===== src/hdl/mmct_pkg.sv =====
package mmct_pkg;

  localparam int RAW_W   = 10;
  localparam int TIME_W  = 32;
  localparam int LEVEL_W = 7;
  localparam int IVL_W   = 16;

  localparam logic [LEVEL_W-1:0] LEVEL_CAP   = 7'd100;
  localparam logic [LEVEL_W-1:0] LEVEL_CLAMP = 7'd99;

  localparam int CFG_IDX_W  = 2;
  localparam int CFG_DATA_W = 32;

  localparam logic [CFG_IDX_W-1:0] CFG_MEASURE_INTERVAL = 2'd0;
  localparam logic [CFG_IDX_W-1:0] CFG_MIN_CHANGE       = 2'd1;
  localparam logic [CFG_IDX_W-1:0] CFG_ADOPT_WINDOW     = 2'd2;

  localparam logic [IVL_W-1:0]   RST_MEASURE_INTERVAL = 16'd100;
  localparam logic [LEVEL_W-1:0] RST_MIN_CHANGE       = 7'd5;
  localparam logic [TIME_W-1:0]  RST_ADOPT_WINDOW     = 32'd1800000;

  localparam int QUEUE_DEPTH = 4;
  localparam int QUEUE_AW    = 2;

  typedef struct packed {
    logic               taken;
    logic [LEVEL_W-1:0] level;
    logic [TIME_W-1:0]  now_ms;
  } queue_entry_t;

  typedef struct packed {
    logic [LEVEL_W-1:0] min_change;
    logic [TIME_W-1:0]  adopt_window;
  } back_cfg_t;

endpackage


===== src/hdl/mmct_ram.sv =====
module mmct_ram #(
  parameter int WIDTH = 7,
  parameter int DEPTH = 32
) (
  input  logic                     clk,
  input  logic                     wr_en,
  input  logic [$clog2(DEPTH)-1:0] wr_addr,
  input  logic [WIDTH-1:0]         wr_data,
  input  logic [$clog2(DEPTH)-1:0] rd_addr,
  output logic [WIDTH-1:0]         rd_data
);

  logic [WIDTH-1:0] mem_r [DEPTH];
  logic [WIDTH-1:0] rd_data_r;

  always_ff @(posedge clk) begin
    if (wr_en) begin
      mem_r[wr_addr] <= wr_data;
    end
    rd_data_r <= mem_r[rd_addr];
  end

  assign rd_data = rd_data_r;

endmodule


===== src/hdl/mmct_front.sv =====
module mmct_front (
  input  logic                          clk,
  input  logic                          rst_n,
  input  logic                          in_valid,
  output logic                          in_stall,
  input  logic [mmct_pkg::RAW_W-1:0]    in_raw_sample,
  input  logic [mmct_pkg::TIME_W-1:0]   in_now_ms,
  input  logic [mmct_pkg::IVL_W-1:0]    measure_interval,
  input  logic                          q_full,
  output logic                          q_push,
  output mmct_pkg::queue_entry_t        q_data
);
  import mmct_pkg::*;

  logic [TIME_W-1:0]  last_r;
  logic [TIME_W-1:0]  elapsed;
  logic [RAW_W-1:0]   inv_raw;
  logic [LEVEL_W-1:0] lvl_raw;
  logic               taken;

  assign in_stall = q_full;
  assign q_push   = in_valid && !q_full;

  always_comb begin
    // wraps modulo 2^32, so a step back in time reads as a long gap
    elapsed = in_now_ms - last_r;
    taken   = elapsed >= {{(TIME_W-IVL_W){1'b0}}, measure_interval};
    // 1023 - raw is the bitwise inverse of a 10-bit value
    inv_raw = ~in_raw_sample;
    lvl_raw = inv_raw[RAW_W-1:3];
    q_data.taken  = taken;
    q_data.level  = (lvl_raw > LEVEL_CAP) ? LEVEL_CLAMP : lvl_raw;
    q_data.now_ms = in_now_ms;
  end

  always_ff @(posedge clk) begin
    if (!rst_n) begin
      last_r <= '0;
    end else if (q_push && taken) begin
      last_r <= in_now_ms;
    end
  end

endmodule


===== src/hdl/mmct_fifo.sv =====
module mmct_fifo (
  input  logic                   clk,
  input  logic                   rst_n,
  input  logic                   push,
  input  mmct_pkg::queue_entry_t push_data,
  output logic                   full,
  input  logic                   pop,
  output mmct_pkg::queue_entry_t pop_data,
  output logic                   empty
);
  import mmct_pkg::*;

  localparam logic [QUEUE_AW:0] CNT_FULL = (QUEUE_AW+1)'(QUEUE_DEPTH);

  queue_entry_t        mem_r [QUEUE_DEPTH];
  logic [QUEUE_AW-1:0] wr_ptr_r;
  logic [QUEUE_AW-1:0] rd_ptr_r;
  logic [QUEUE_AW:0]   count_r;

  assign full     = count_r == CNT_FULL;
  assign empty    = count_r == '0;
  assign pop_data = mem_r[rd_ptr_r];

  always_ff @(posedge clk) begin
    if (push) begin
      mem_r[wr_ptr_r] <= push_data;
    end
  end

  always_ff @(posedge clk) begin
    if (!rst_n) begin
      wr_ptr_r <= '0;
      rd_ptr_r <= '0;
      count_r  <= '0;
    end else begin
      if (push) begin
        wr_ptr_r <= wr_ptr_r + QUEUE_AW'(1);
      end
      if (pop) begin
        rd_ptr_r <= rd_ptr_r + QUEUE_AW'(1);
      end
      if (push && !pop) begin
        count_r <= count_r + (QUEUE_AW+1)'(1);
      end else if (pop && !push) begin
        count_r <= count_r - (QUEUE_AW+1)'(1);
      end
    end
  end

endmodule


===== src/hdl/mmct_back.sv =====
module mmct_back #(
  parameter int BATCH_SIZE = 32
) (
  input  logic                           clk,
  input  logic                           rst_n,
  input  mmct_pkg::back_cfg_t            cfg,
  input  logic                           q_empty,
  input  mmct_pkg::queue_entry_t         q_data,
  output logic                           q_pop,
  output logic                           out_valid,
  input  logic                           out_stall,
  output logic                           out_sample_taken,
  output logic                           out_changed,
  output logic                           out_increased,
  output logic [mmct_pkg::LEVEL_W-1:0]   out_level,
  output logic [mmct_pkg::LEVEL_W-1:0]   out_max_level
);
  import mmct_pkg::*;

  localparam int AW = $clog2(BATCH_SIZE);
  localparam int CW = $clog2(BATCH_SIZE + 1);
  localparam logic [AW-1:0] LAST_IDX = AW'(BATCH_SIZE - 1);
  localparam logic [CW-1:0] RANK     = CW'(BATCH_SIZE / 2 + 1);
  localparam logic [2:0]    TOP_BIT  = 3'(LEVEL_W - 1);
  localparam logic [LEVEL_W-1:0] ALL_ONES = '1;

  localparam logic [1:0] ST_IDLE   = 2'd0;
  localparam logic [1:0] ST_SELECT = 2'd1;
  localparam logic [1:0] ST_DECIDE = 2'd2;
  localparam logic [1:0] ST_EMIT   = 2'd3;

  logic [1:0]         state_r;
  logic [AW-1:0]      fill_r;
  logic [LEVEL_W-1:0] held_r;
  logic [LEVEL_W-1:0] peak_r;
  logic [TIME_W-1:0]  rise_time_r;
  logic [TIME_W-1:0]  now_r;
  logic [AW-1:0]      sel_addr_r;
  logic               issue_done_r;
  logic               rd_vld_r;
  logic               rd_last_r;
  logic [2:0]         bit_r;
  logic [LEVEL_W-1:0] prefix_r;
  logic [CW-1:0]      rank_r;
  logic [CW-1:0]      cnt_r;
  logic               chg_r;
  logic               inc_r;

  logic               out_valid_r;
  logic               out_taken_r;
  logic               out_chg_r;
  logic               out_inc_r;
  logic [LEVEL_W-1:0] out_level_r;
  logic [LEVEL_W-1:0] out_max_r;

  logic               out_free;
  logic               out_load;
  logic               issuing;
  logic               ram_we;
  logic [LEVEL_W-1:0] rd_data;
  logic [LEVEL_W-1:0] hi_mask;
  logic               hit;
  logic [CW-1:0]      cnt_sum;
  logic               pass_low;
  logic [LEVEL_W-1:0] diff;
  logic               big_enough;
  logic               rise;
  logic               in_window;

  mmct_ram #(
    .WIDTH(LEVEL_W),
    .DEPTH(BATCH_SIZE)
  ) u_batch_ram (
    .clk    (clk),
    .wr_en  (ram_we),
    .wr_addr(fill_r),
    .wr_data(q_data.level),
    .rd_addr(sel_addr_r),
    .rd_data(rd_data)
  );

  assign out_free = !out_valid_r || !out_stall;
  assign q_pop    = (state_r == ST_IDLE) && !q_empty && out_free;
  assign ram_we   = q_pop && q_data.taken;
  assign issuing  = (state_r == ST_SELECT) && !issue_done_r;
  // output register loads on a pass-through transaction or at the end of a batch
  assign out_load = (q_pop && !(q_data.taken && (fill_r == LAST_IDX))) ||
                    ((state_r == ST_EMIT) && out_free);

  // bitwise rank search: count entries matching the known upper bits with a zero here
  always_comb begin
    hi_mask  = (ALL_ONES << bit_r) << 1;
    hit      = rd_vld_r && (((rd_data ^ prefix_r) & hi_mask) == '0) && !rd_data[bit_r];
    cnt_sum  = cnt_r + CW'(hit);
    pass_low = rank_r < cnt_sum;
  end

  always_comb begin
    diff       = (prefix_r >= held_r) ? (prefix_r - held_r) : (held_r - prefix_r);
    big_enough = diff >= cfg.min_change;
    rise       = {1'b0, prefix_r} > ({1'b0, held_r} + {1'b0, cfg.min_change});
    in_window  = (now_r - rise_time_r) < cfg.adopt_window;
  end

  always_ff @(posedge clk) begin
    if (!rst_n) begin
      state_r      <= ST_IDLE;
      fill_r       <= '0;
      held_r       <= '0;
      peak_r       <= '0;
      rise_time_r  <= '0;
      issue_done_r <= 1'b1;
      rd_vld_r     <= 1'b0;
      rd_last_r    <= 1'b0;
      bit_r        <= TOP_BIT;
      cnt_r        <= '0;
      out_valid_r  <= 1'b0;
    end else begin
      if (out_load) begin
        out_valid_r <= 1'b1;
      end else if (!out_stall) begin
        out_valid_r <= 1'b0;
      end
      rd_vld_r  <= issuing;
      rd_last_r <= issuing && (sel_addr_r == LAST_IDX);

      case (state_r)
        ST_IDLE: begin
          if (q_pop) begin
            if (q_data.taken && (fill_r == LAST_IDX)) begin
              fill_r       <= '0;
              now_r        <= q_data.now_ms;
              sel_addr_r   <= '0;
              issue_done_r <= 1'b0;
              bit_r        <= TOP_BIT;
              prefix_r     <= '0;
              rank_r       <= RANK;
              cnt_r        <= '0;
              state_r      <= ST_SELECT;
            end else begin
              if (q_data.taken) begin
                fill_r <= fill_r + AW'(1);
              end
              out_taken_r <= q_data.taken;
              out_chg_r   <= 1'b0;
              out_inc_r   <= 1'b0;
              out_level_r <= held_r;
              out_max_r   <= peak_r;
            end
          end
        end

        ST_SELECT: begin
          if (issuing) begin
            sel_addr_r <= sel_addr_r + AW'(1);
            if (sel_addr_r == LAST_IDX) begin
              issue_done_r <= 1'b1;
            end
          end
          if (rd_last_r) begin
            if (!pass_low) begin
              rank_r          <= rank_r - cnt_sum;
              prefix_r[bit_r] <= 1'b1;
            end
            cnt_r <= '0;
            if (bit_r == '0) begin
              state_r <= ST_DECIDE;
            end else begin
              bit_r        <= bit_r - 3'd1;
              sel_addr_r   <= '0;
              issue_done_r <= 1'b0;
            end
          end else begin
            cnt_r <= cnt_sum;
          end
        end

        ST_DECIDE: begin
          chg_r <= big_enough;
          inc_r <= big_enough && rise;
          if (big_enough) begin
            held_r <= prefix_r;
            if (rise) begin
              peak_r      <= prefix_r;
              rise_time_r <= now_r;
            end else if (in_window || (prefix_r > peak_r)) begin
              peak_r <= prefix_r;
            end
          end
          state_r <= ST_EMIT;
        end

        ST_EMIT: begin
          if (out_free) begin
            out_taken_r <= 1'b1;
            out_chg_r   <= chg_r;
            out_inc_r   <= inc_r;
            out_level_r <= held_r;
            out_max_r   <= peak_r;
            state_r     <= ST_IDLE;
          end
        end

        default: begin
          state_r <= ST_IDLE;
        end
      endcase
    end
  end

  assign out_valid        = out_valid_r;
  assign out_sample_taken = out_taken_r;
  assign out_changed      = out_chg_r;
  assign out_increased    = out_inc_r;
  assign out_level        = out_level_r;
  assign out_max_level    = out_max_r;

endmodule


===== src/hdl/moisture_median_change_tracker.sv =====
// channel   ports                                   direction
// in        in_valid, in_stall, in_raw_sample,       sample in
//           in_now_ms
// out       out_valid, out_stall, out_sample_taken,  result out
//           out_changed, out_increased, out_level,
//           out_max_level
// cfg       cfg_we, cfg_index, cfg_wdata             register write
//
// a sample that does not close a batch leaves the queue and is loaded into the output register at the same edge
// a batch-closing sample's level is the entry at sorted index BATCH_SIZE/2 + 1, found bit by bit,
// one pass over the batch ram per level bit, one entry read a cycle
// reset is synchronous and needs no clearing pass; the batch ram is only read once fully written
// a 4-entry queue keeps taking samples while the back end searches or the output is stalled, until it fills
module moisture_median_change_tracker #(
  parameter int BATCH_SIZE = 32
) (
  input  logic                              clk,
  input  logic                              rst_n,
  input  logic                              in_valid,
  output logic                              in_stall,
  input  logic [mmct_pkg::RAW_W-1:0]        in_raw_sample,
  input  logic [mmct_pkg::TIME_W-1:0]       in_now_ms,
  output logic                              out_valid,
  input  logic                              out_stall,
  output logic                              out_sample_taken,
  output logic                              out_changed,
  output logic                              out_increased,
  output logic [mmct_pkg::LEVEL_W-1:0]      out_level,
  output logic [mmct_pkg::LEVEL_W-1:0]      out_max_level,
  input  logic                              cfg_we,
  input  logic [mmct_pkg::CFG_IDX_W-1:0]    cfg_index,
  input  logic [mmct_pkg::CFG_DATA_W-1:0]   cfg_wdata
);
  import mmct_pkg::*;

  logic [IVL_W-1:0]   measure_interval_r;
  logic [LEVEL_W-1:0] min_change_r;
  logic [TIME_W-1:0]  adopt_window_r;

  back_cfg_t    back_cfg;
  queue_entry_t push_data;
  queue_entry_t pop_data;
  logic         q_push;
  logic         q_full;
  logic         q_pop;
  logic         q_empty;

  always_ff @(posedge clk) begin
    if (!rst_n) begin
      measure_interval_r <= RST_MEASURE_INTERVAL;
      min_change_r       <= RST_MIN_CHANGE;
      adopt_window_r     <= RST_ADOPT_WINDOW;
    end else if (cfg_we) begin
      case (cfg_index)
        CFG_MEASURE_INTERVAL: measure_interval_r <= cfg_wdata[IVL_W-1:0];
        CFG_MIN_CHANGE:       min_change_r       <= cfg_wdata[LEVEL_W-1:0];
        CFG_ADOPT_WINDOW:     adopt_window_r     <= cfg_wdata[TIME_W-1:0];
        default: ;
      endcase
    end
  end

  assign back_cfg.min_change   = min_change_r;
  assign back_cfg.adopt_window = adopt_window_r;

  mmct_front u_front (
    .clk             (clk),
    .rst_n           (rst_n),
    .in_valid        (in_valid),
    .in_stall        (in_stall),
    .in_raw_sample   (in_raw_sample),
    .in_now_ms       (in_now_ms),
    .measure_interval(measure_interval_r),
    .q_full          (q_full),
    .q_push          (q_push),
    .q_data          (push_data)
  );

  mmct_fifo u_fifo (
    .clk      (clk),
    .rst_n    (rst_n),
    .push     (q_push),
    .push_data(push_data),
    .full     (q_full),
    .pop      (q_pop),
    .pop_data (pop_data),
    .empty    (q_empty)
  );

  mmct_back #(
    .BATCH_SIZE(BATCH_SIZE)
  ) u_back (
    .clk             (clk),
    .rst_n           (rst_n),
    .cfg             (back_cfg),
    .q_empty         (q_empty),
    .q_data          (pop_data),
    .q_pop           (q_pop),
    .out_valid       (out_valid),
    .out_stall       (out_stall),
    .out_sample_taken(out_sample_taken),
    .out_changed     (out_changed),
    .out_increased   (out_increased),
    .out_level       (out_level),
    .out_max_level   (out_max_level)
  );

endmodule


===== config.mk =====
export PLATFORM = sky130hd
export DESIGN_NAME = moisture_median_change_tracker
export DESIGN_NICKNAME = d
export VERILOG_FILES = /design/src/hdl/mmct_pkg.sv /design/src/hdl/mmct_ram.sv /design/src/hdl/mmct_front.sv /design/src/hdl/mmct_fifo.sv /design/src/hdl/mmct_back.sv /design/src/hdl/moisture_median_change_tracker.sv
export SDC_FILE = /design/constraint.sdc
export NUM_CORES = 1
export LEC_CHECK = 0
export BUFFER_PORTS_ARGS = -buffer_cell sky130_fd_sc_hd__buf_2
export CORE_ASPECT_RATIO = 1.4
export CORE_MARGIN = 4
export CORE_UTILIZATION = 63
export DETAILED_ROUTE_END_ITERATION = 10
export PLACE_DENSITY = 0.78
export SYNTH_ARGS = -nofsm -noshare
export SYNTH_HDL_FRONTEND = slang
export SYNTH_SLANG_ARGS = --single-unit

===== constraint.sdc =====
create_clock -name clk -period 6.84 [get_ports clk]
set_clock_uncertainty 0.05 [all_clocks]
set_input_delay 0 -clock clk [delete_from_list [all_inputs] [get_ports clk]]
set_output_delay 0 -clock clk [all_outputs]
set_load 0.1 [all_outputs]

# Word-level counts from Yosys, hierarchy flattened

Memory sizes are Yosys's and may differ from the RTL's. A register that Yosys moved wholly into a read port is not among the register bits.
Index checks and enable logic that the tools add are counted.

Register bits: 229
Memory bits (writable): 384
Input port bits: 81
Output and inout bits: 19
Logic and storage cells: 206
Memories: 2

Add/subtract/negate cells: 14
Magnitude comparators: 10
Equal/unequal tests: 17
Shift operators: 1
Muxes and demuxes: 76
Bitwise logic cells: 4
Reduce and logical (&&, ||, !) cells: 53

Memories:

| memory                   | words | width | rd ports | clocked after memory_dff | write ports | RTL line        | text |
|---|---|---|---|---|---|---|---|
| u_back.u_batch_ram.mem_r | 32    | 7     | 1        | 1                        | 1           | mmct_ram.sv:13  | `logic [WIDTH-1:0] mem_r [DEPTH];` |
| u_fifo.mem_r             | 4     | 40    | 1        | 1                        | 1           | mmct_fifo.sv:15 | `queue_entry_t mem_r [QUEUE_DEPTH];` |

Operators with widths:

| kind                                                          | count |
|---|---|
| 7-bit two-way mux                                             | 14 |
| 32-bit subtractor                                             | 2 |
| 6-bit two-way mux                                             | 7 |
| 7-bit case mux with 2 select lines                            | 3 |
| 5-bit two-way mux                                             | 7 |
| 32-bit by 16-bit >= comparator with 1-bit output              | 1 |
| 32-bit less-than comparator                                   | 1 |
| 6-bit case mux with 2 select lines                            | 2 |
| 1-bit two-way mux                                             | 21 |
| 3-bit two-way mux                                             | 6 |
| 1-bit logical AND                                             | 16 |
| 5-bit AND reduction                                           | 3 |
| 7-bit >= comparator                                           | 2 |
| 2-bit two-way mux                                             | 7 |
| 7-bit subtractor                                              | 2 |
| 3-bit AND reduction                                           | 4 |
| 5-bit by 1-bit adder with 5-bit output, second input constant | 2 |
| 5-bit == test, second input constant                          | 2 |
| 2-bit inequality test, second input constant                  | 5 |
| 10-bit NOT                                                    | 1 |
| 5-bit case mux with 2 select lines                            | 1 |
| 2-bit AND reduction                                           | 5 |
| 2-bit nonzero test                                            | 5 |
| 1-bit zero test                                               | 9 |
| 31 further kinds                                              | 47 |

# Logic depth before layout (Yosys ltp)

Depth in word-level cells: 10
Mapped depth: 24
Gate-level depth less buffers: 23

# Modules after synthesis

Synthesis repeated with hierarchy kept, for this count alone.

Cell total of the unflattened synthesis: 2405
Area, all modules: 30765.8 µm²

Modules (own cells, without submodules):

| module                         | times used | cells an instance | area an instance (µm²) | sequential area each (µm²) |
|---|---|---|---|---|
| mmct_back                      | 1          | 986               | 9232.6                 | 3393.3 |
| mmct_ram                       | 1          | 370               | 8833.5                 | 6866.6 |
| mmct_fifo                      | 1          | 252               | 6262.3                 | 4984.8 |
| mmct_front                     | 1          | 566               | 4210.3                 | 640.6 |
| moisture_median_change_tracker | 1          | 231               | 2227.1                 | 1101.1 |

# Worst setup path after synthesis

Ideal clock, no wire load.

Path type: register -> register
From: register u_back.prefix_r[0]
To: register u_back.rise_time_r[10]
Setup time: 74 ps
Data arrival time: 4731 ps
Data required time: 6716 ps
Slack: 1986 ps
Stages on the path, launching flop included: 18
Path buffers: 2
Period minus slack after synthesis: 4854 ps
Path through: edfxtp_1 -> inv_1 -> ha_1 -> nand2b_1 -> a21o_1 -> a21o_1 -> a211oi_1 -> o21a_1 -> clkbuf_1 -> mux2_2 -> o311ai_0 -> mux2i_1 -> a311o_1 -> ha_1 -> a21oi_1 -> nor3_1 -> clkbuf_1 -> mux2i_1

Word-level cells in the longest chain between the ends: 4
Elaborated cells on any way between the ends: 7
Classes of those cells: 2 x add/sub; 3 x order compare; 1 x mux; 1 x reduce/logical

Ends and longest elaborated chain:

| item                                                    | RTL line         | text |
|---|---|---|
| start, declared                                         | mmct_back.sv:43  | `logic [LEVEL_W-1:0] prefix_r;` |
| start signal, assigned                                  | mmct_back.sv:136 | `prefix_r <= '0;` |
| start signal, assigned by index                         | mmct_back.sv:163 | `prefix_r[bit_r] <= 1'b1;` |
| 7-bit subtractor or 7-bit >= comparator (tied branches) | mmct_back.sv:99  | `diff = (prefix_r >= held_r) ? (prefix_r - held_r) : (held_r - prefix_r);` |
| 7-bit two-way mux                                       | mmct_back.sv:99  |  |
| 7-bit >= comparator                                     | mmct_back.sv:100 | `big_enough = diff >= cfg.min_change;` |
| 3-bit AND reduction (no line) (*)                       | --               |  |
| end signal, assigned                                    | mmct_back.sv:185 | `rise_time_r <= now_r;` |
| end, declared                                           | mmct_back.sv:36  | `logic [TIME_W-1:0] rise_time_r;` |

Every way passes the cells marked *; elsewhere a longest branch is shown, timed or not.
A chain may end at the register's enable or synchronous reset.

# Final worst setup path

From: register u_front.last_r[0]
To: register u_front.last_r[0]

Word-level cells in the longest chain between the ends: 3

Ends and longest elaborated chain:

| item                                             | RTL line         | text |
|---|---|---|
| start, declared                                  | mmct_front.sv:15 | `logic [TIME_W-1:0] last_r;` |
| start signal, assigned                           | mmct_front.sv:40 | `last_r <= in_now_ms;` |
| 32-bit subtractor                                | mmct_front.sv:26 | `elapsed = in_now_ms - last_r;` |
| 32-bit by 16-bit >= comparator with 1-bit output | mmct_front.sv:27 | `taken = elapsed >= {{(TIME_W-IVL_W){1'b0}}, measure_interval};` |
| 1-bit logical AND                                | mmct_front.sv:39 | `end else if (q_push && taken) begin` |

No other way between the ends.

==> results.py <==
metrics = {
    "cells_and_area": {
        "finish.net_count": 2911,
        "fillers": 3139,
        "layout-drive-gt1-share": 0.1345,
        "area_growth_pct": 12.30,
        "design_area_sq_um": 34460,
    },
    "clock_network": {
        "clock_latency_ns": 0.62,
        "clock_path_buffers": 3,
        "cts_tree": "done",
        "clkTransAtPathRegs_ns": 0.07,
        "cts_hold_buf": 94,
        "cts_setup_buffers": 0,
        "htreeDepth": 2,
        "cts_root_buf": "clkbuf_16",
        "cts_sinks": 622,
        "cts_resized": 0,
        "numCtsBuffers": 56,
    },
    "timing": {
        "hold_slack_ns": 0.1392,
        "finalCriticalPeriod_ns": 5.667,
        "rsz0062_at_grt": "false",
        "max-slew-margin-rel": 0.1908,
        "fin_ws_ns": 1.173,
        "finalSetupViolations": 0,
        "hold_viol": 0,
        "tns_ns": 0,
        "max_freq_ghz": 0.1764,
        "worst_pin_slew_ns": 1.212,
        "layout_worst_path_cycle_share": 0.8286,
        "final_max_slew_viol_count": 0,
    },
    "worst_setup_path": {
        "r2r_end": "u_front.last_r[0]",
        "worstSetupPathType": "reg -> reg",
        "r2r_slack_ns": 1.17,
        "crit_path_end_kind": "flip-flop",
        "cpLargestDelayFamily": "compound AO/OA/AOI/OAI gates",
        "start_kind": "flip-flop",
        "crit_chain": "ha_1 -> inv_1 -> fa_1 -> a21o_1 -> a221oi_1 -> a21oi_1 -> nand4_1 -> nand2_1 -> a21oi_1 -> xnor2_1 -> ha_1 -> a211oi_1 -> nor2_1 -> a2111oi_2 -> o211ai_1 -> nor4b_2 -> o2111ai_1 -> or4_4 -> or2_4 -> o311ai_0",
        "crit_arrival_ns": 6.12,
        "crit_fanout": 33,
        "crit_slowest_cell": "or4_4",
        "crit_buf_inv": 1,
        "worstPathRequired_ns": 7.29,
        "r2r_start": "u_front.last_r[0]",
        "reg2reg_depth": 20,
        "critPathMaxStageDelay_ns": 0.76,
    },
    "synthesis": {
        "synth_flop_cell": "edfxtp_1",
        "yosys_warnings": 0,
        "ys_ff_latch": 622,
        "synthArstFlopShare": 0,
        "synth_enable_flop_cells": 453,
        "syn_nets": 2769,
        "netlist_area_sq_um": 30690,
        "yosysTopAreaCellShare": 0.4432,
        "postSynthAreaPerCell_sq_um": 12.26,
        "synth_top_area_cell": "edfxtp_1",
        "synth_area_leaders": "edfxtp_1 (44%), dfxtp_1 (11%), mux4_2 (8.1%)",
        "yosys.cell_types.count": 85,
        "syn_inst": 2504,
        "yosysSeqAreaShare": 0.5535,
    },
    "route": {
        "ant_nets": 0,
        "vias": 20720,
        "vias_per_cell": 6.234,
        "drt_wl_total_um": 72640,
        "drt-initial-drc-count": 1621,
        "drc_errors": 0,
        "wire_per_inst_um": 21.85,
        "drtPass1Iterations": 7,
    },
    "pwr": {
        "ir_drop_mv": 0.2607,
        "power.leakage_nw": 12.29,
        "p_total_w": 0.01013,
        "powerDensity_nw_per_um2": 294.0,
    },
    "floorplan": {
        "die_w_um": 194.5,
        "fp.dieH_um": 269.2,
        "io_pins": 100,
        "initial_core_util": 0.6375,
        "core_area_sq_um": 48140,
        "fp-row-count": 95,
        "dieArea_sq_um": 52360,
    },
    "flow_run": {
        "maxCapViolCount": 0,
    },
    "global_route": {
        "grt_pass1_wl_um": 115500,
        "antenna_found_initial": 4,
        "grt-ovfl-total": 0,
        "grt_max_degree": 128,
        "grt_util_all_layers": 0.2748,
        "grt_pass1_vias": 21240,
    },
    "placement": {
        "dp_hpwl_um": 48020,
        "gp_congestion": 0.9188,
        "pre_cts_ws_ns": 1.199,
        "place_area_sq_um": 31600,
        "port_buffers": 96,
    },
    "hold_path": {
        "hold_start": "in_now_ms[7]",
        "hold_path_end": "u_fifo.mem_r[1][7]",
        "hold_path.class": "in -> reg",
        "hold_depth": 2,
    },
    "run_status": {
        "outcome": "finished, final reports clean",
    },
}
-- routing by layer --
layer	vias to the layer above	routed length, um	GRT usage
met1	10170	28170	0.3481
li1	9631	-	-
met5	-	27	0
met2	762	37870	0.4899
met3	160	4026	0.03484
met4	4	2548	0.09478
-- cell type report --
class / count / area, sq um / area share
clock inverter: 33 / 405.4 / 0.01176
sequential: 622 / 16990 / 0.4930
tap: 630 / 788.3 / 0.02287
antenna: 3 / 7.507 / 0.0002178
clock buffer: 70 / 1508 / 0.04375
inverter: 183 / 686.9 / 0.01993
multi-input combinational: 1579 / 12550 / 0.3641
timing repair buffer: 204 / 1529 / 0.04437
-- power breakdown --
| part | total (W) | switching (W) | leakage [nW] | internal [W] |
|---|---|---|---|---|
| logic | 0.00225 | 0.00151 | 5.86 | 0.000746 |
| clock network | 0.00327 | 0.00139 | 0.935 | 0.00187 |
| registers | 0.00461 | 0.000101 | 5.50 | 0.00451 |
-- registers in the layout, indices dropped and copies added (netlist names), 3 cells and up, named ones only --
signal and flops:
u_back.sel_addr_r 5, u_back.rise_time_r 32, adopt_window_r 32, u_back.rank_r 6
u_back.held_r 7, u_back.u_batch_ram.mem_r 224, u_fifo.count_r 3, u_back.peak_r 7
u_back.out_level 7, u_back.now_r 32, u_fifo.mem_r 160, u_front.last_r 32
u_back.prefix_r 7, measure_interval_r 16, u_back.out_max_level 7, min_change_r 7
u_back.bit_r 3, u_back.fill_r 5, u_back.u_batch_ram.rd_data 7, u_back.cnt_r 6
-- per-stage QoR --
step                      instances  utilization
after floorplan                2504            -
after global placement         3124       0.6565
after detailed placement       3124       0.6565
after CTS                      3321       0.7157
after global routing           3323       0.7158
final                          3324       0.7159
-- cell usage in the layout, fill, tap and decap left out, drive strengths merged, types with 11 or more instances in the layout --
cell type    synthesis  routed
and3                44      44
nor3                30      30
inv                181     183
nand3               33      33
nand2              276     276
nand2b              18      18
ha                 177     177
mux2i               55      55
and2                16      16
a21o                40      40
dlygate4sd3          0      94
xor2                31      31
xnor2               42      42
o311ai              37      37
mux4               111     111
nor2               131     131
edfxtp             453     453
mux2                12      12
a211oi              21      21
a2bb2oi             32      32
o21ai              105     105
clkinv               2      22
o21a                16      16
nor2b               11      11
nand4               20      20
o211ai              25      25
a21oi              149     149
buf                 26     110
a31oi               12      12
clkbuf              94      70
dfxtp              169     169
-- synthesized netlist by cell type, types with 31 or more instances --
| master | instances |
|---|---|
| mux2i_1 | 55 |
| a2bb2oi_1 | 32 |
| a21o_1 | 40 |
| edfxtp_1 | 453 |
| a21oi_1 | 146 |
| and3_1 | 44 |
| inv_1 | 181 |
| clkbuf_1 | 92 |
| o21ai_0 | 102 |
| nor2_1 | 131 |
| xnor2_1 | 42 |
| mux4_2 | 111 |
| nand3_1 | 33 |
| dfxtp_1 | 169 |
| ha_1 | 177 |
| nand2_1 | 276 |
| xor2_1 | 31 |
-- how the worst max path moves through the flow --
stage,start,endpoint,slack (ns),cells after the start
after global routing,u_front.last_r[0],u_front.last_r[31],0.85,20
final,u_front.last_r[0],u_front.last_r[0],1.17,20
after floorplan,u_back.prefix_r[0],u_back.rise_time_r[10],1.99,17
after CTS,u_front.last_r[0],u_front.last_r[0],1.21,20
after detailed placement,u_front.last_r[0],u_front.last_r[0],1.20,20
after global placement,u_back.prefix_r[1],u_back.peak_r[1],1.36,15
-- worst reg2reg max path: stages (launching register included) --
cell and delay (ns):
dfxtp_1 0.33, ha_1 0.17, inv_1 0.06, fa_1 0.39, a21o_1 0.20, a221oi_1 0.39
a21oi_1 0.22, nand4_1 0.14, nand2_1 0.05, a21oi_1 0.17, xnor2_1 0.08, ha_1 0.19
a211oi_1 0.24, nor2_1 0.09, a2111oi_2 0.32, o211ai_1 0.23, nor4b_2 0.38, o2111ai_1 0.17
or4_4 0.76, or2_4 0.49, o311ai_0 0.43
-- cells by family (layout without fill, tap and decap cells) --
family          Yosys count  count (layout)  synth area share
compound gates          516             516            0.1115
simple gates            628             628           0.09503
xor+xnor                 73              73           0.02083
other cells               0               3                 0
fa+ha+maj               184             184           0.07673
mux                     178             178            0.1038
buf+inv                 303             490           0.03865
flops                   622             622            0.5535
(Power assumes the default switching activity.)
